[config.mk]
export PLATFORM = sky130hd
export DESIGN_NAME = scp_out_fifo
export DESIGN_NICKNAME = d
export VERILOG_FILES = /design/src/hw/rtl/scp_pkg.sv /design/src/hw/rtl/scp_out_fifo.sv
export SDC_FILE = /design/constraint.sdc
export NUM_CORES = 1
export LEC_CHECK = 0
export BUFFER_PORTS_ARGS = -buffer_cell sky130_fd_sc_hd__buf_2
export CAP_MARGIN = 20
export CORE_MARGIN = 4
export CORE_UTILIZATION = 54
export DETAILED_ROUTE_END_ITERATION = 12
export GPL_TIMING_DRIVEN = 0
export HOLD_SLACK_MARGIN = 0.1
export PLACE_DENSITY = 0.75
export SETUP_SLACK_MARGIN = 0.15
export SLEW_MARGIN = 20
export SYNTH_ARGS = -nofsm -noshare
export SYNTH_HDL_FRONTEND = slang
export SYNTH_SLANG_ARGS = --single-unit
[constraint.sdc]
create_clock -name clk -period 3 [get_ports clk]
set_input_delay 0.15 -clock clk [delete_from_list [all_inputs] [get_ports clk]]
set_output_delay 0.15 -clock clk [all_outputs]
set_load 0.005 [all_outputs]
[src/hw/rtl/scp_pkg.sv]
`timescale 1ns / 1ps
package scp_pkg;

  localparam int MAX_ROWS_DEF   = 8;
  localparam int SCORE_BITS_DEF = 32;

  localparam int SYM_BITS     = 3;
  localparam int NUM_SLOTS    = 8;
  localparam int COL_BITS     = NUM_SLOTS * SYM_BITS;
  localparam int ROW_CNT_BITS = 4;
  localparam int TBL_IDX_BITS = 6;
  localparam int TBL_DEPTH    = 1 << TBL_IDX_BITS;
  localparam int TBL_VAL_BITS = 16;
  localparam int PEN_BITS     = 16;
  localparam int OUT_BITS     = 32;
  localparam int LANE_W       = TBL_VAL_BITS + 2;
  localparam int GRP_SIZE     = 8;
  localparam int GRP_W        = LANE_W + 3;
  localparam int FIFO_DEPTH   = 8;
  localparam int CFG_IDX_BITS = 2;
  localparam int CFG_DATA_BITS = 16;

  localparam logic [SYM_BITS-1:0] DASH_CODE = 3'd6;
  localparam logic [SYM_BITS-1:0] FREE_CODE = 3'd7;

  localparam logic OP_TABLE  = 1'b0;
  localparam logic OP_COLUMN = 1'b1;

  typedef enum logic [CFG_IDX_BITS-1:0] {
    REG_ROW_COUNT    = 2'd0,
    REG_ONE_ROW_MODE = 2'd1,
    REG_FOCUS_ROW    = 2'd2,
    REG_GAP_PENALTY  = 2'd3
  } cfg_reg_t;

  localparam logic [1:0] GT_RESIDUE = 2'd0;
  localparam logic [1:0] GT_DASH    = 2'd1;
  localparam logic [1:0] GT_FREE    = 2'd2;

  localparam int NUM_OPEN = 10;
  localparam logic [7:0] OPEN_PATTERNS [NUM_OPEN] = '{
    8'h01, 8'h04, 8'h24, 8'h14, 8'h81, 8'h91, 8'h41, 8'h64, 8'h51, 8'h54
  };

  typedef struct packed {
    logic vld;
    logic first;
    logic last;
  } ctl_t;

  typedef struct packed {
    logic [ROW_CNT_BITS-1:0] row_count;
    logic                    one_row;
    logic [SYM_BITS-1:0]     focus;
    logic [PEN_BITS-1:0]     penalty;
  } cfg_t;

  typedef struct packed {
    logic signed [OUT_BITS-1:0] total;
    logic                       sat;
  } res_t;

  function automatic logic [1:0] gap_type(input logic [SYM_BITS-1:0] s);
    logic [1:0] g;
    if (s == FREE_CODE) g = GT_FREE;
    else if (s == DASH_CODE) g = GT_DASH;
    else g = GT_RESIDUE;
    return g;
  endfunction

  function automatic logic is_open(input logic [7:0] code);
    logic hit;
    hit = 1'b0;
    for (int k = 0; k < NUM_OPEN; k++) begin
      if (OPEN_PATTERNS[k] == code) hit = 1'b1;
    end
    return hit;
  endfunction

  function automatic int num_pairs(input int rows);
    return rows * (rows - 1) / 2;
  endfunction

  function automatic int num_lanes(input int rows);
    int np;
    np = num_pairs(rows);
    return (np > rows) ? np : rows;
  endfunction

  function automatic int pair_first(input int k, input int rows);
    int n;
    int res;
    n = 0;
    res = 0;
    for (int r = 0; r < rows; r++) begin
      for (int i = r + 1; i < rows; i++) begin
        if (n == k) res = r;
        n++;
      end
    end
    return res;
  endfunction

  function automatic int pair_second(input int k, input int rows);
    int n;
    int res;
    n = 0;
    res = 0;
    for (int r = 0; r < rows; r++) begin
      for (int i = r + 1; i < rows; i++) begin
        if (n == k) res = i;
        n++;
      end
    end
    return res;
  endfunction

endpackage

[src/hw/rtl/scp_out_fifo.sv]
`timescale 1ns / 1ps
module scp_out_fifo import scp_pkg::*; #(
  parameter int DEPTH = FIFO_DEPTH
) (
  input  logic                       clk,
  input  logic                       rst_n,
  input  logic                       push,
  input  res_t                       push_data,
  output logic                       out_vld,
  input  logic                       out_rdy,
  output res_t                       out_data,
  output logic [$clog2(DEPTH):0]     count
);

  localparam int PW = $clog2(DEPTH);

  res_t          mem [DEPTH];
  logic [PW-1:0] head_r;
  logic [PW-1:0] tail_r;
  logic [PW:0]   cnt_r;
  logic          pop;

  assign out_vld  = cnt_r != '0;
  assign out_data = mem[head_r];
  assign pop      = out_vld & out_rdy;
  assign count    = cnt_r;

  always_ff @(posedge clk) begin
    if (push) begin
      mem[tail_r] <= push_data;
    end
  end

  always_ff @(posedge clk) begin
    if (!rst_n) begin
      head_r <= '0;
      tail_r <= '0;
      cnt_r  <= '0;
    end else begin
      if (push) tail_r <= tail_r + 1'b1;
      if (pop) head_r <= head_r + 1'b1;
      cnt_r <= cnt_r + (PW + 1)'(push) - (PW + 1)'(pop);
    end
  end

endmodule
==> flow_metrics.tcl <==
set metrics [dict create \
    met1_length_um 8094 \
    cpMaxStageDelayCell "clkbuf_1" \
    dp.final_hpwl_um 12640 \
    die_width_um 147.9 \
    route.met2.wl_um 11530 \
    number_of_port_buffers 74 \
    postLayoutCellArea_um2 12900 \
    max-slew-margin-rel_pct 46.63 \
    clk_root_buffer_cell "clkbuf_16" \
    synth_area_leaders "edfxtp_1 (75%), mux4_2 (14%), mux2_2 (3.5%), dfxtp_1 (2.5%), mux2i_1 (0.85%)" \
    numCtsBuffers 27 \
    run_status "finished, final reports clean" \
    power_report.internal_total_mw 7.141 \
    avgViaCountPerCell 5.696 \
    initial_core_utilization_pct 55.74 \
    overall_overflow_remaining_after_global_route 0 \
    vias 5041 \
    yosysTopAreaCell "edfxtp_1" \
    synth_area_um2 10570 \
    synth_cell_types 25 \
    max-vdd-ir-drop_v 0.0005221 \
    worst-path-buf-inv 3 \
    drt-total-wl_um 21110 \
    route.detailed.drc 0 \
    cp_data_arrival_time_ns 2.40 \
    finClkSkew_ns 0.01364 \
    numClockSinks 277 \
    pwr-share-seq_pct 48.1 \
    period_needed_ns 2.550 \
    postCtsSetupRepairBufs 0 \
    synth.top_cell.area_share_pct 75.03 \
    asyncSetResetFlopFracSynth_pct 0 \
    synthesis.area_per_instance_um2 23.33 \
    die_height_um 147.9 \
    io_pins 75 \
    synth_enable_flop_cells 264 \
    setup_tns_ns 0 \
    uppermost_metal_layer_occupied_by_signal_nets "met4" \
    setup_viol 0 \
    critical_path.cell_chain "buf_1 -> clkbuf_1 -> mux2_2 -> buf_2" \
    timing.final.crit_share_pct 85.01 \
    worst_setup_path_start_kind "flop" \
    timing_hold_violations_final 0 \
    synth_warnings 0 \
    flow.area_growth_from_synthesis_pct 22.05 \
    final.hold.worst_slack_ns 0.4197 \
    required_time_at_the_endpoint_of_the_critical_path_ns 2.85 \
    antenna_violations_before_repair 0 \
    power.combinational.fraction_pct 15.4 \
    crit_family "buffers and inverters" \
    criticalPathCategory "flop to output port" \
    fmax_mhz 392.1 \
    drt_iter0_drc 341 \
    netSwitchingFraction_pct 22.52 \
    place.gp.congestion 0.7015 \
    floorplan.core_area_um2 18960 \
    grt_setup_unrepaired "no" \
    clk_transition_reported_paths_ns 0.06 \
    synth_seq_area_share_pct 77.49 \
    synthCells 453 \
    cap_viol_max_count 0 \
    cp_max_fo 10 \
    fin_total_pwr_mw 9.217 \
    finish.utilization_pct 68.03 \
    insertion_delay_ns 0.53 \
    dieArea_um2 21870 \
    synth_commonest_cells "edfxtp_1 (264), mux4_2 (66), mux2_2 (33)" \
    first_global_vias 5566 \
    p_leak_nw 4.267 \
    tightest_slew_ns 0.7987 \
    groute.usage.overall_pct 20.05 \
    cts.path.max_buffers 3 \
    drt_pre_antenna_iters 6 \
    clock_tree_from_tritoncts "built" \
    ctsHtreeMaxLevel 1 \
    flops_latches_synth 277 \
    post_route_cells_drive_above_1_share_pct 40.16 \
    routedWlPerCell_um 23.86 \
    placementRows 50 \
    worst_hold_path_type "input port to flop" \
    drtAntennaViolNets 0 \
    fin_nets 650 \
    ys.flop_type "edfxtp_1" \
    reg2reg_slack_ns 0.65 \
    met3WireLength_um 1127 \
    grt_start_max_net_pins 21 \
    power-per-cell-area_nw_per_um2 714.7 \
    p_sw_mw 2.076 \
    place_area_um2 11640 \
    max_stage_delay_ns 0.62 \
    clock_power_share_pct 36.5 \
    final-max-slew-violation-count 0 \
    grt_first_pass_wirelength_um 32930 \
    endpoint_type_of_the_worst_setup_path "output port" \
    diodes 0 \
    syn-num-nets 497 \
    yosys.cell_count.top_type "edfxtp_1" \
]
## stage by stage
step / instances / setup slack, ns
detailed placement: 801 / 0.6749
CTS: 885 / 0.1695
global route: 885 / 0.3206
finish: 885 / 0.4496
global placement: 787 / -0.8360
floorplan: 453 / 0.6286
## path summary, 6_finish.rpt
check | from | end | depth (start not counted)
max | flop | out_data[4] | 4
min | push_data[5] | mem[5][5] | 2
max reg2reg | count[2] | count[3] | 9
min reg2reg | head_r[0] | head_r[0] | 2
## timing repair
item,CTS,global route
endpoints found under the hold margin,272,0
hold buffers,36,0
resized for setup,0,2
setup endpoints to repair,0,10
## per-layer routing
metal	GRT usage [%]	vias to the layer above
met3	3.342	30
li1	-	2205
met1	25.81	2657
met2	35.97	149
met4	5.127	0
met5	0	-
## placed cells by master, fill, tap and decap left out, drive strengths merged
cell	count
clkinv	11
clkbuf	38
mux2i	9
xnor2	2
dlygate4sd3	36
nor3	2
mux4	66
mux2	33
nand3	1
buf	100
a21o	1
and2	4
clkinvlp	1
a21oi	1
bufinv	4
inv	5
nor2b	2
dfxtp	13
fa	1
or3b	1
nor2	7
ha	6
xor2	1
nand2	9
edfxtp	264
or2	1
nand2b	6
## registers in the layout, indices dropped and copies added, names as in the netlist, named ones only
| register | flops |
|---|---|
| count | 4 |
| tail_r | 3 |
| mem | 264 |
| head_r | 3 |
## power groups by stage
stage                     combinational (mW)  sequential, mW  clock [mW]
after floorplan                        0.890            4.50           0
after global placement                  1.32            4.50           0
after detailed placement                1.39            4.51           0
after CTS                               1.45            4.43        3.43
after global routing                    1.55            4.44        3.62
final                                   1.42            4.43        3.37
## cell families (layout without fill, tap and decap cells)
kind of cell             count (synthesis)  count (layout)  synth area share (%)
flip-flops                             277             277                 77.49
multiplexers                           108             108                 18.44
AND/OR/NAND/NOR                         33              33                 1.563
buffers and inverters                   23             195                 1.243
adder cells (fa/ha/maj)                  7               7                0.8999
XOR/XNOR                                 3               3                0.2487
AO/OA/AOI/OAI                            2               2                0.1184
## area by class of cell
class | instances | area (um2)
Sequential cell | 277 | 8188
Multi-Input combinational cell | 153 | 2315
Clock buffer | 31 | 700.7
Tap cell | 260 | 325.3
Fill cell | 1145 | 6060
Buffer | 19 | 117.6
Timing Repair Buffer | 124 | 1044
Inverter | 4 | 15.01
Clock inverter | 17 | 191.4
(Power assumes the default switching activity.)
