===== src/hw/rtl/scp_pkg.sv =====
`timescale 1ns / 1ps
package scp_pkg;

  localparam int MAX_ROWS_DEF   = 8;
  localparam int SCORE_BITS_DEF = 32;

  localparam int SYM_BITS     = 3;
  localparam int NUM_SLOTS    = 8;
  localparam int COL_BITS     = NUM_SLOTS * SYM_BITS;
  localparam int ROW_CNT_BITS = 4;
  localparam int TBL_IDX_BITS = 6;
  localparam int TBL_DEPTH    = 1 << TBL_IDX_BITS;
  localparam int TBL_VAL_BITS = 16;
  localparam int PEN_BITS     = 16;
  localparam int OUT_BITS     = 32;
  localparam int LANE_W       = TBL_VAL_BITS + 2;
  localparam int GRP_SIZE     = 8;
  localparam int GRP_W        = LANE_W + 3;
  localparam int FIFO_DEPTH   = 8;
  localparam int CFG_IDX_BITS = 2;
  localparam int CFG_DATA_BITS = 16;

  localparam logic [SYM_BITS-1:0] DASH_CODE = 3'd6;
  localparam logic [SYM_BITS-1:0] FREE_CODE = 3'd7;

  localparam logic OP_TABLE  = 1'b0;
  localparam logic OP_COLUMN = 1'b1;

  typedef enum logic [CFG_IDX_BITS-1:0] {
    REG_ROW_COUNT    = 2'd0,
    REG_ONE_ROW_MODE = 2'd1,
    REG_FOCUS_ROW    = 2'd2,
    REG_GAP_PENALTY  = 2'd3
  } cfg_reg_t;

  localparam logic [1:0] GT_RESIDUE = 2'd0;
  localparam logic [1:0] GT_DASH    = 2'd1;
  localparam logic [1:0] GT_FREE    = 2'd2;

  localparam int NUM_OPEN = 10;
  localparam logic [7:0] OPEN_PATTERNS [NUM_OPEN] = '{
    8'h01, 8'h04, 8'h24, 8'h14, 8'h81, 8'h91, 8'h41, 8'h64, 8'h51, 8'h54
  };

  typedef struct packed {
    logic vld;
    logic first;
    logic last;
  } ctl_t;

  typedef struct packed {
    logic [ROW_CNT_BITS-1:0] row_count;
    logic                    one_row;
    logic [SYM_BITS-1:0]     focus;
    logic [PEN_BITS-1:0]     penalty;
  } cfg_t;

  typedef struct packed {
    logic signed [OUT_BITS-1:0] total;
    logic                       sat;
  } res_t;

  function automatic logic [1:0] gap_type(input logic [SYM_BITS-1:0] s);
    logic [1:0] g;
    if (s == FREE_CODE) g = GT_FREE;
    else if (s == DASH_CODE) g = GT_DASH;
    else g = GT_RESIDUE;
    return g;
  endfunction

  function automatic logic is_open(input logic [7:0] code);
    logic hit;
    hit = 1'b0;
    for (int k = 0; k < NUM_OPEN; k++) begin
      if (OPEN_PATTERNS[k] == code) hit = 1'b1;
    end
    return hit;
  endfunction

  function automatic int num_pairs(input int rows);
    return rows * (rows - 1) / 2;
  endfunction

  function automatic int num_lanes(input int rows);
    int np;
    np = num_pairs(rows);
    return (np > rows) ? np : rows;
  endfunction

  function automatic int pair_first(input int k, input int rows);
    int n;
    int res;
    n = 0;
    res = 0;
    for (int r = 0; r < rows; r++) begin
      for (int i = r + 1; i < rows; i++) begin
        if (n == k) res = r;
        n++;
      end
    end
    return res;
  endfunction

  function automatic int pair_second(input int k, input int rows);
    int n;
    int res;
    n = 0;
    res = 0;
    for (int r = 0; r < rows; r++) begin
      for (int i = r + 1; i < rows; i++) begin
        if (n == k) res = i;
        n++;
      end
    end
    return res;
  endfunction

endpackage


===== src/hw/rtl/scp_merge.sv =====
`timescale 1ns / 1ps
module scp_merge import scp_pkg::*; #(
  parameter int MAX_ROWS   = MAX_ROWS_DEF,
  parameter int SCORE_BITS = SCORE_BITS_DEF
) (
  input  logic                                clk,
  input  logic                                rst_n,
  input  ctl_t                                ctl_in,
  input  logic [num_lanes(MAX_ROWS)-1:0][LANE_W-1:0] lane_val,
  output logic                                res_vld,
  output res_t                                res,
  output logic [1:0]                          pend
);

  localparam int NLANE = num_lanes(MAX_ROWS);
  localparam int NGRP  = (NLANE + GRP_SIZE - 1) / GRP_SIZE;
  localparam int COL_W = GRP_W + $clog2(NGRP) + 1;
  localparam int SB    = SCORE_BITS;

  localparam logic signed [SB-1:0] ACC_MAX = {1'b0, {(SB-1){1'b1}}};
  localparam logic signed [SB-1:0] ACC_MIN = {1'b1, {(SB-1){1'b0}}};

  logic signed [GRP_W-1:0] grp_nxt [NGRP];
  logic signed [GRP_W-1:0] grp_r   [NGRP];
  logic signed [COL_W-1:0] col_nxt;
  logic signed [COL_W-1:0] col_r;
  ctl_t                    ctl2_r;
  ctl_t                    ctl3_r;
  ctl_t                    ctl4_r;
  logic signed [SB-1:0]    acc_r;
  logic signed [SB-1:0]    acc_nxt;
  logic                    flag_r;
  logic                    flag_nxt;
  logic signed [SB-1:0]    base;
  logic signed [SB:0]      sum;
  logic                    ovf;

  always_comb begin
    for (int g = 0; g < NGRP; g++) begin
      grp_nxt[g] = '0;
      for (int j = 0; j < GRP_SIZE; j++) begin
        if (g * GRP_SIZE + j < NLANE) begin
          grp_nxt[g] = grp_nxt[g] + GRP_W'($signed(lane_val[g * GRP_SIZE + j]));
        end
      end
    end
  end

  always_comb begin
    col_nxt = '0;
    for (int g = 0; g < NGRP; g++) begin
      col_nxt = col_nxt + COL_W'(grp_r[g]);
    end
  end

  always_comb begin
    base     = ctl3_r.first ? '0 : acc_r;
    sum      = (SB + 1)'(base) + (SB + 1)'(col_r);
    ovf      = sum[SB] != sum[SB-1];
    acc_nxt  = ovf ? (sum[SB] ? ACC_MIN : ACC_MAX) : sum[SB-1:0];
    flag_nxt = (ctl3_r.first ? 1'b0 : flag_r) | ovf;
  end

  always_ff @(posedge clk) begin
    for (int g = 0; g < NGRP; g++) begin
      grp_r[g] <= grp_nxt[g];
    end
    col_r <= col_nxt;
  end

  always_ff @(posedge clk) begin
    if (!rst_n) begin
      ctl2_r <= '0;
      ctl3_r <= '0;
      ctl4_r <= '0;
      acc_r  <= '0;
      flag_r <= 1'b0;
    end else begin
      ctl2_r <= ctl_in;
      ctl3_r <= ctl2_r;
      ctl4_r <= ctl3_r;
      if (ctl3_r.vld) begin
        acc_r  <= acc_nxt;
        flag_r <= flag_nxt;
      end
    end
  end

  generate
    if (SB > OUT_BITS) begin : g_clamp
      logic fits;
      assign fits = (&acc_r[SB-1:OUT_BITS-1]) | ~(|acc_r[SB-1:OUT_BITS-1]);
      assign res.total = fits ? acc_r[OUT_BITS-1:0] :
                         (acc_r[SB-1] ? {1'b1, {(OUT_BITS-1){1'b0}}}
                                      : {1'b0, {(OUT_BITS-1){1'b1}}});
      assign res.sat   = flag_r | ~fits;
    end else begin : g_ext
      assign res.total = OUT_BITS'(acc_r);
      assign res.sat   = flag_r;
    end
  endgenerate

  assign res_vld = ctl4_r.vld & ctl4_r.last;
  assign pend    = 2'(ctl2_r.vld & ctl2_r.last) + 2'(ctl3_r.vld & ctl3_r.last) +
                   2'(ctl4_r.vld & ctl4_r.last);

endmodule


===== config.mk =====
export PLATFORM = sky130hd
export DESIGN_NAME = scp_merge
export DESIGN_NICKNAME = d
export VERILOG_FILES = /design/src/hw/rtl/scp_pkg.sv /design/src/hw/rtl/scp_merge.sv
export SDC_FILE = /design/constraint.sdc
export NUM_CORES = 1
export LEC_CHECK = 0
export BUFFER_PORTS_ARGS = -buffer_cell sky130_fd_sc_hd__buf_4
export CORE_AREA = 2 2 213 215
export DETAILED_ROUTE_END_ITERATION = 6
export DIE_AREA = 0 0 215 217
export GPL_TIMING_DRIVEN = 0
export PLACE_DENSITY = 0.71
export SYNTH_ARGS = -nofsm -noshare
export SYNTH_HDL_FRONTEND = slang
export SYNTH_SLANG_ARGS = --single-unit

===== constraint.sdc =====
create_clock -name clk -period 6.9 [get_ports clk]
set_input_delay 0.69 -clock clk [delete_from_list [all_inputs] [get_ports clk]]
set_output_delay 0.69 -clock clk [all_outputs]
set_load 0.03 [all_outputs]

==> metrics.txt, run 1 <==
number of global-route vias before repair=17500; register bit total from synthesis=149; CTS Hold Buffers Added=0; Crit path max-delay family=adder cells; Via Count=15500; CP Data Required Time=7200 ps; Final #Nets=3702; drc violations=0; initial antenna violation count=7; worst r2r path cells=14; core area=0.0447 sq mm; Synth top area share=0.409; synthesized area=0.0203 sq mm; Clock Latency Late Sink=440 ps; PD cells=551 mW/mm^2; DRT iter0 DRCs=567; Resized Gates After CTS=0; Tcrit/Tclk final=0.807; Num CTS Buffers=17; Layout area overhead=26.6%; crit path kind=in2reg; Slew HR=0.606; synth warn=0; drt total wl=52900 microns; ys async rst share=0; Max Freq=180 MHz; DR pass1 iterations=5; CP max-delay cell=fa_1; Worst path max stage delay=570 ps; sequential element share of the synthesized area=0.147; synth top area cells=fa_1 (41%), dfxtp_1 (15%), inv_1 (11%); CP most frequent cell=fa_1; Reg2Reg Setup Slack=2880 ps; Post-synth top cells=inv_1 (584), fa_1 (415), dfxtp_1 (149); Placer Congestion=0.929; total setup buffers inserted after CTS=0; Die W=215 microns; die area=0.0467 sq mm; post-route setup TNS=0 ps; Netlist cell types=75; Critical path buffers and inverters=3; worst r2r src=ctl3_r[1]; Worst EP arrival=5870 ps; Worst-path clk slew=70 ps; worst hold path class=reg2reg; DP HPWL=48200 microns; port bufs=544; EDFF count, synth=0; Die Y=217 microns; Root Driver=clkbuf_16; syn_area_per_cell=9.77 sq um; post-route ant nets=0; Crit Path Max Fanout=3; clk sinks=149; crit-path cells=buf_4, fa_1, inv_1, fa_1, fa_1, fa_1, inv_1, ha_1, fa_1, a21o_1, a21oi_1, o21bai_1, a21oi_1, o21ai_1, a211oi_1, o21ai_1, a31o_1, a21oi_1, xnor2_1; final hold violations=0; Overall Global Routing Usage=0.237; max-cap viol count=0; unrepaired setup endpoints after global routing=no; largest net degree at the start of global routing=17; Post-DP Area=0.0251 sq mm; CTS H-tree depth=4; syn nets=3139; row cnt=78; critical path launch point type=input port; layout cells sized above 1=0.237; Post-synth top flop=dfxtp_1; design area=0.0257 sq mm; Initial Util=0.454; pre-CTS setup slack=850 ps; HP Start=ctl2_r[1]; CTS tree=built; maximum vdd drop=0.497 mV; post-synth top area cell=fa_1; Critical Path Source=lane_val[344]; Overflow after GRT=0; Via density=4.75; clock skew=16.0 ps; top-count cell post-synth=inv_1; Slew Viols, Final=0; Min Clock Period, post-route=5570 ps; hold path endpoint=ctl3_r[1]; Final WS setup=1330 ps; routed wire length per instance=16.2 microns; Mapped Cells=2077; first-pass GRT wire length=87000 microns; setup violators final=0; status=finished clean; Hold Path Depth=1; Crit Reg-Reg Endpoint=acc_r[26]; Lkg Pwr=13.4 nW; Worst Setup End Kind=register; Ports=545; Max Root-Sink Buffers=2; Worst Tran Pin Value=585 ps
-- state kept, by name, indices dropped and copies added (netlist names) --
register / count
grp_r: 84
ctl3_r: 3
ctl2_r: 3
col_r: 24
acc_r: 32
ctl4_r: 2
flag_r: 1
-- per-layer routing --
layer,share of wire,global-route usage
met5,0.00015,0
met4,0.025,0.0772
met3,0.046,0.0389
met2,0.53,0.439
met1,0.40,0.279
-- placed cells by master (no fill, tap or decap), types with 5 or more instances in the layout --
master       n
nor2_1      49
nand2b_1    18
inv_1      584
or3_1        5
clkbuf_1    10
ha_1       138
fa_1       415
nor2b_1     49
a21oi_2     10
diode_2      6
clkbuf_16   17
o2111ai_1    6
inv_6        7
xnor2_1     88
dfxtp_1    149
o21a_1      10
nand2_1     48
o21ai_1     32
a31oi_1     10
and2_1      11
a21o_1      36
o21bai_1    20
buf_4      548
a211oi_1    11
buf_2        5
xor2_1      33
o21ai_0     69
maj3_2       9
a21oi_1    120
nor3_1      27
nand3_1     21
o211ai_1     6
a211o_1      6
and3_1      11
-- where the power goes --
part / internal, mW / switching, mW
logic: 5.30 / 6.27
clock network: 0.476 / 0.415
registers: 1.46 / 0.245
total: 7.24 / 6.93
-- stage by stage --
stage	power [mW]	util	instances	hold WS [ps]
2_1_floorplan	10.6	-	2077	412
3_3_place_gp	13.1	0.562	3221	423
3_5_place_dp	13.4	0.562	3221	422
4_1_cts	14.4	0.575	3253	441
5_1_grt	16.0	0.575	3259	454
6_report	14.2	0.575	3259	446
-- cell families after synthesis --
group,synth area share
compound gates,0.118
xor+xnor,0.0536
fa+ha+maj,0.499
buf+inv,0.115
flops,0.147
mux,0.000986
simple gates,0.0663
-- worst max path at each step --
stage / endpoint / slack [ps] / cells after the start
2_1_floorplan: grp_r[0][20] / 1710 / 18
3_3_place_gp: grp_r[2][20] / 910 / 19
3_5_place_dp: grp_r[2][20] / 850 / 19
4_1_cts: grp_r[2][20] / 1300 / 19
5_1_grt: grp_r[2][20] / 1010 / 19
6_report: grp_r[2][20] / 1330 / 19
-- final cells by class --
cell class / instances / area [sq um]
fill: 3989 / 19000
multi-input combinational: 1318 / 15000
timing repair buffer: 544 / 4080
sequential: 149 / 2980
inverter: 584 / 2190
tap: 600 / 751
clock buffer: 17 / 425
buffer: 26 / 148
clock inverter: 15 / 134
antenna: 6 / 15.0
Note: power is estimated with default switching activity, not from simulation.
==> inputs of run 2 (changes only) <==
==> constraint.sdc (replaced) <==
create_clock -name clk -period 5.5 [get_ports clk]
set_input_delay 0.55 -clock clk [delete_from_list [all_inputs] [get_ports clk]]
set_output_delay 0.55 -clock clk [all_outputs]
set_load 0.03 [all_outputs]
==> run 2 against run 1 <==
Compared with the run above:
- critical endpoint is now grp_r[1][20]
- sequential power rose by 25%
- largest power group unchanged
- largest cell class unchanged
- clock skew fell by 1.4 ps
- clock-buffer cell count did not move
- flip-flop and latch count did not move
- clock power rose by 26%
- non-clock buffer count did not move
- first-iteration DRC count rose by 9.5%
- wire length barely moved
- via count rose by 0.10%
==> metrics.txt, run 2 (synthesized netlist as in run 1, its figures left out) <==
status=finished clean; Overall Global Routing Usage=0.237; largest net degree at the start of global routing=17; total power=17.8 mW; Placer Congestion=0.929; port bufs=544; P_int=9.11 mW; crit path kind=in2reg; CTS H-tree depth=4; Worst-path clk slew=70 ps; final hold violations=0; post-route ant nets=0; Max Root-Sink Buffers=2; grt met3 use=0.0389; Worst EP arrival=5670 ps; Tcrit/Tclk final=0.972; Net Sw Frac=0.489; max-cap viol count=0; drc violations=0; Most Crowded Layer GR=met2; Psw=8.73 mW; number of global-route vias before repair=17500; drt total wl=52900 microns; Worst Setup End Kind=register; Layout area overhead=26.8%; Initial Util=0.454; Ports=545; CTS Hold Buffers Added=0; Clock Latency Late Sink=440 ps; Worst Tran Pin Value=620 ps; setup violators final=0; biggest regs=grp_r x84, acc_r x32, col_r x24; Via Count=15500; Final #Nets=3702; Max Freq=187 MHz; Root Driver=clkbuf_16; Largest register FFs=84; unrepaired setup endpoints after global routing=no; Die Y=217 microns; Slew Viols, Final=0; Overflow after GRT=0; DR pass1 iterations=5; DRT iter0 DRCs=621; met1 GRT Util=0.279; GR Util met2=0.439; Min Clock Period, post-route=5350 ps; Num CTS Buffers=17; worst hold path class=in2reg; Layout Utilization=0.576; critical path launch point type=input port; Clock Power Share=0.063; commonest cells after routing, fill and taps aside=inv_1 (584), buf_4 (548), fa_1 (415); Via density=4.76; Slew HR=0.582; Lkg Pwr=13.4 nW; total setup buffers inserted after CTS=0; initial antenna violation count=7; clk sinks=149; post-route setup TNS=0 ps; row cnt=78; CTS tree=built; commonest non-fill, non-tap cell in the layout=inv_1; combinational power share=0.818; die area=0.0467 sq mm; routed wire length per instance=16.2 microns; maximum vdd drop=0.622 mV; Crit Path Max Fanout=3; Reg power frac=0.120; PD cells=693 mW/mm^2; core area=0.0447 sq mm; Die W=215 microns; DP HPWL=48200 microns; first-pass GRT wire length=87000 microns; CP Data Required Time=5820 ps; clock skew=14.6 ps; WHS=321 ps; Top reg by flops=grp_r; layout cells sized above 1=0.239
## run 2: cell counts in the layout (fill, tap and decap cells not counted)
Identical to the previous run, type by type.
## run 2: cell type report
cell class | count | area (sq um)
Multi-Input combinational cell | 1318 | 15000
Clock buffer | 17 | 425
Timing Repair Buffer | 544 | 4080
Tap cell | 600 | 751
Fill cell | 3991 | 19000
Clock inverter | 15 | 134
Antenna cell | 6 | 15.0
Inverter | 584 | 2190
Sequential cell | 149 | 2980
Buffer | 26 | 148
## run 2: metal layers
layer	vias to the layer above	wire length, microns
met2	375	28300
met4	2	1330
met1	7524	21000
li1	7534	-
met5	-	8
met3	62	2350
## run 2: repair_timing
action / CTS / global route
hold endpoints to repair: 0 / 0
resized for setup: 0 / 5
setup endpoints to repair: 0 / 5
## run 2: worst max-delay path, stage by stage
cell      delay [ps]
buf_4            110
fa_1             570
inv_1             70
fa_1             560
fa_1             430
fa_1             490
inv_1             40
ha_1             220
fa_1             470
a21o_1           170
a21oi_1          250
nor2b_1           90
o21a_1           210
o311a_1          340
a31oi_2          280
a311oi_1         220
a211oi_1         320
o21bai_1         130
xnor2_1          130
## run 2: power groups by stage
stage	Sequential (mW)	Clock, mW	Combinational, mW
2_1_floorplan	2.08	0	11.2
3_3_place_gp	2.18	0	14.3
3_5_place_dp	2.19	0	14.6
4_1_cts	2.17	1.15	14.7
5_1_grt	2.20	1.20	16.7
6_report	2.14	1.12	14.6
## run 2: worst paths after layout
| path | from | endpoint | slack [ps] | cells past startpoint |
|---|---|---|---|---|
| worst max-delay path | lane_val[200] | grp_r[1][20] | 150 | 19 |
| worst min-delay path | ctl_in[0] | ctl2_r[0] | 320 | 2 |
| worst max register to register | ctl3_r[1] | acc_r[26] | 1480 | 15 |
| worst min register to register | ctl2_r[1] | ctl3_r[1] | 450 | 1 |
## run 2: through the flow
step | std cells | cell area [sq um] | setup slack (ps)
3_5_place_dp | 3221 | 25100 | -410
4_1_cts | 3253 | 25700 | 37.8
5_1_grt | 3259 | 25700 | 0.834
3_3_place_gp | 3221 | 25100 | -346
6_report | 3259 | 25700 | 151
2_1_floorplan | 2077 | 20300 | 448
==> inputs of run 3 (changes only) <==
--- a/config.mk
+++ b/config.mk
@@ -5,12 +5,11 @@
 export SDC_FILE = /design/constraint.sdc
 export NUM_CORES = 1
 export LEC_CHECK = 0
-export BUFFER_PORTS_ARGS = -buffer_cell sky130_fd_sc_hd__buf_4
 export CORE_AREA = 2 2 213 215
 export DETAILED_ROUTE_END_ITERATION = 6
 export DIE_AREA = 0 0 215 217
+export DONT_BUFFER_PORTS = 1
 export GPL_TIMING_DRIVEN = 0
-export PLACE_DENSITY = 0.71
 export SYNTH_ARGS = -nofsm -noshare
 export SYNTH_HDL_FRONTEND = slang
 export SYNTH_SLANG_ARGS = --single-unit
==> run 3 against run 2 <==
Compared with the run above:
- first-iteration DRC count is 39% lower
- flip-flop and latch count stayed put
- via count is 14% lower
- worst setup slack better by 120 ps
- die area stayed put
- clock-buffer cell count is 2 higher
- sequential share of layout area is 2.2 points higher
- non-clock buffer count is 544 lower
- core utilization is 9.0 points lower
- total power is 1.4% lower
- largest cell class unchanged
- largest power group unchanged
==> metrics.txt, run 3 (synthesized netlist as in run 1, its figures left out) <==
worst r2r path cells=15; total power=17.6 mW; die area=0.0467 sq mm; Reg power frac=0.125; DP HPWL=44000 microns; row cnt=78; post-route ant nets=0; Largest register FFs=84; critical path launch point type=input port; fin cells=2709; hold path endpoint=ctl2_r[2]; Post-DP Area=0.0211 sq mm; max-cap viol count=0; Die W=215 microns; drt total wl=48100 microns; post-route setup TNS=0 ps; Worst-path clk slew=60 ps; commonest non-fill, non-tap cell in the layout=inv_1; # fillers=4259; Max Root-Sink Buffers=2; Psw=8.59 mW; Final WS setup=276 ps; DRT iter0 DRCs=379; worst r2r src=grp_r[1][1]; FF+latch area=0.00298 sq mm; Worst Tran Pin Value=577 ps; Tcrit/Tclk final=0.950; number of global-route vias before repair=14900; Layout Utilization=0.486; routed wire length per instance=17.7 microns; Worst EP arrival=5540 ps; HP Start=ctl_in[2]; maximum vdd drop=0.535 mV; diode count=0; layout cells sized above 1=0.0403; Overall Global Routing Usage=0.214; Overflow after GRT=0; initial antenna violation count=0; Via Count=13400; Slew Viols, Final=0; worst hold path class=in2reg; Clock Latency Late Sink=450 ps; unrepaired setup endpoints after global routing=no; Via density=4.94; WHS=240 ps; Min Clock Period, post-route=5220 ps; design area=0.0217 sq mm; CP Data Required Time=5820 ps; CP max-delay cell=fa_1; core area=0.0447 sq mm; CP most frequent cell=fa_1; crit-path cells=fa_1, inv_1, fa_1, fa_1, fa_1, inv_1, ha_1, fa_1, a21o_1, a21oi_1, nor2b_1, o21a_1, o311a_1, a31oi_2, a311oi_1, a211oi_1, o21bai_1, xnor2_1; Clock Power Share=0.073; Crit path max-delay family=adder cells; commonest cells after routing, fill and taps aside=inv_1 (584), fa_1 (415), dfxtp_1 (149); biggest regs=grp_r x84, acc_r x32, col_r x24; DR pass1 iterations=7; multi-input logic area=0.0150 sq mm; Num CTS Buffers=17; Initial Util=0.454; drc violations=0; CTS tree=built; Worst path max stage delay=600 ps; crit path kind=in2reg; setup violators final=0; pre-CTS setup slack=-351 ps; CTS H-tree depth=4; Max Freq=191 MHz; clk sinks=149; combinational power share=0.803; Crit Reg-Reg Endpoint=col_r[23]; port bufs=0; P_int=9.01 mW; PD cells=811 mW/mm^2; Lkg Pwr=10.8 nW; Final #Nets=3158; Layout area overhead=6.90%; status=finished clean; Placer Congestion=0.969; Ports=545; Die Y=217 microns; final hold violations=0; cell count after placement=2677; Slew HR=0.613; Top reg by flops=grp_r; CTS Hold Buffers Added=0; Root Driver=clkbuf_16; Worst Setup End Kind=register; clock skew=22.8 ps; largest net degree at the start of global routing=17; Crit Path Max Fanout=3; Hold Path Depth=1; Net Sw Frac=0.488; Critical path buffers and inverters=2; first-pass GRT wire length=78000 microns; Reg2Reg Setup Slack=1490 ps
-- run 3: power groups by stage --
stage | clock network [mW] | logic (mW) | registers [mW]
5_1_grt | 1.36 | 16.2 | 2.26
3_3_place_gp | 0 | 14.0 | 2.26
2_1_floorplan | 0 | 11.2 | 2.08
6_report | 1.28 | 14.1 | 2.19
4_1_cts | 1.32 | 14.4 | 2.23
3_5_place_dp | 0 | 14.2 | 2.26
-- run 3: per-layer routing --
metal / vias up / wire, microns / GRT usage
met1: 6595 / 20400 / 0.267
met4: 0 / 563 / 0.0384
li1: 6419 / - / -
met3: 32 / 1670 / 0.0298
met5: - / 0 / 0
met2: 325 / 25500 / 0.399
-- run 3: cell type report --
class	instances	area share
Inverter	584	0.101
Sequential cell	149	0.137
Multi-Input combinational cell	1318	0.691
Tap cell	600	0.0346
Buffer	26	0.00680
Clock buffer	19	0.0204
Clock inverter	13	0.00899
-- run 3: how the worst max path moves through the flow --
stage | from | end | slack [ps] | cells past startpoint
after floorplan | lane_val[56] | grp_r[0][20] | 450 | 18
final | lane_val[200] | grp_r[1][20] | 280 | 18
after detailed placement | lane_val[344] | grp_r[2][20] | -350 | 18
after global routing | lane_val[56] | grp_r[0][18] | 60 | 18
after global placement | lane_val[344] | grp_r[2][20] | -350 | 18
after CTS | lane_val[344] | grp_r[2][20] | 90 | 18
-- run 3: worst register-to-register path: cells and delay by family (launching register included) --
| kind | cells | cell delay, ps |
|---|---|---|
| flip-flops | 1 | 330 |
| AO/OA/AOI/OAI | 8 | 1600 |
| adder cells (fa/ha/maj) | 4 | 1630 |
| AND/OR/NAND/NOR | 2 | 270 |
| buffers and inverters | 1 | 70 |
-- run 3: repair_timing --
action                     CTS  global route
gates resized for setup      0             2
setup endpoints to repair    0             2
setup buffers                0             0
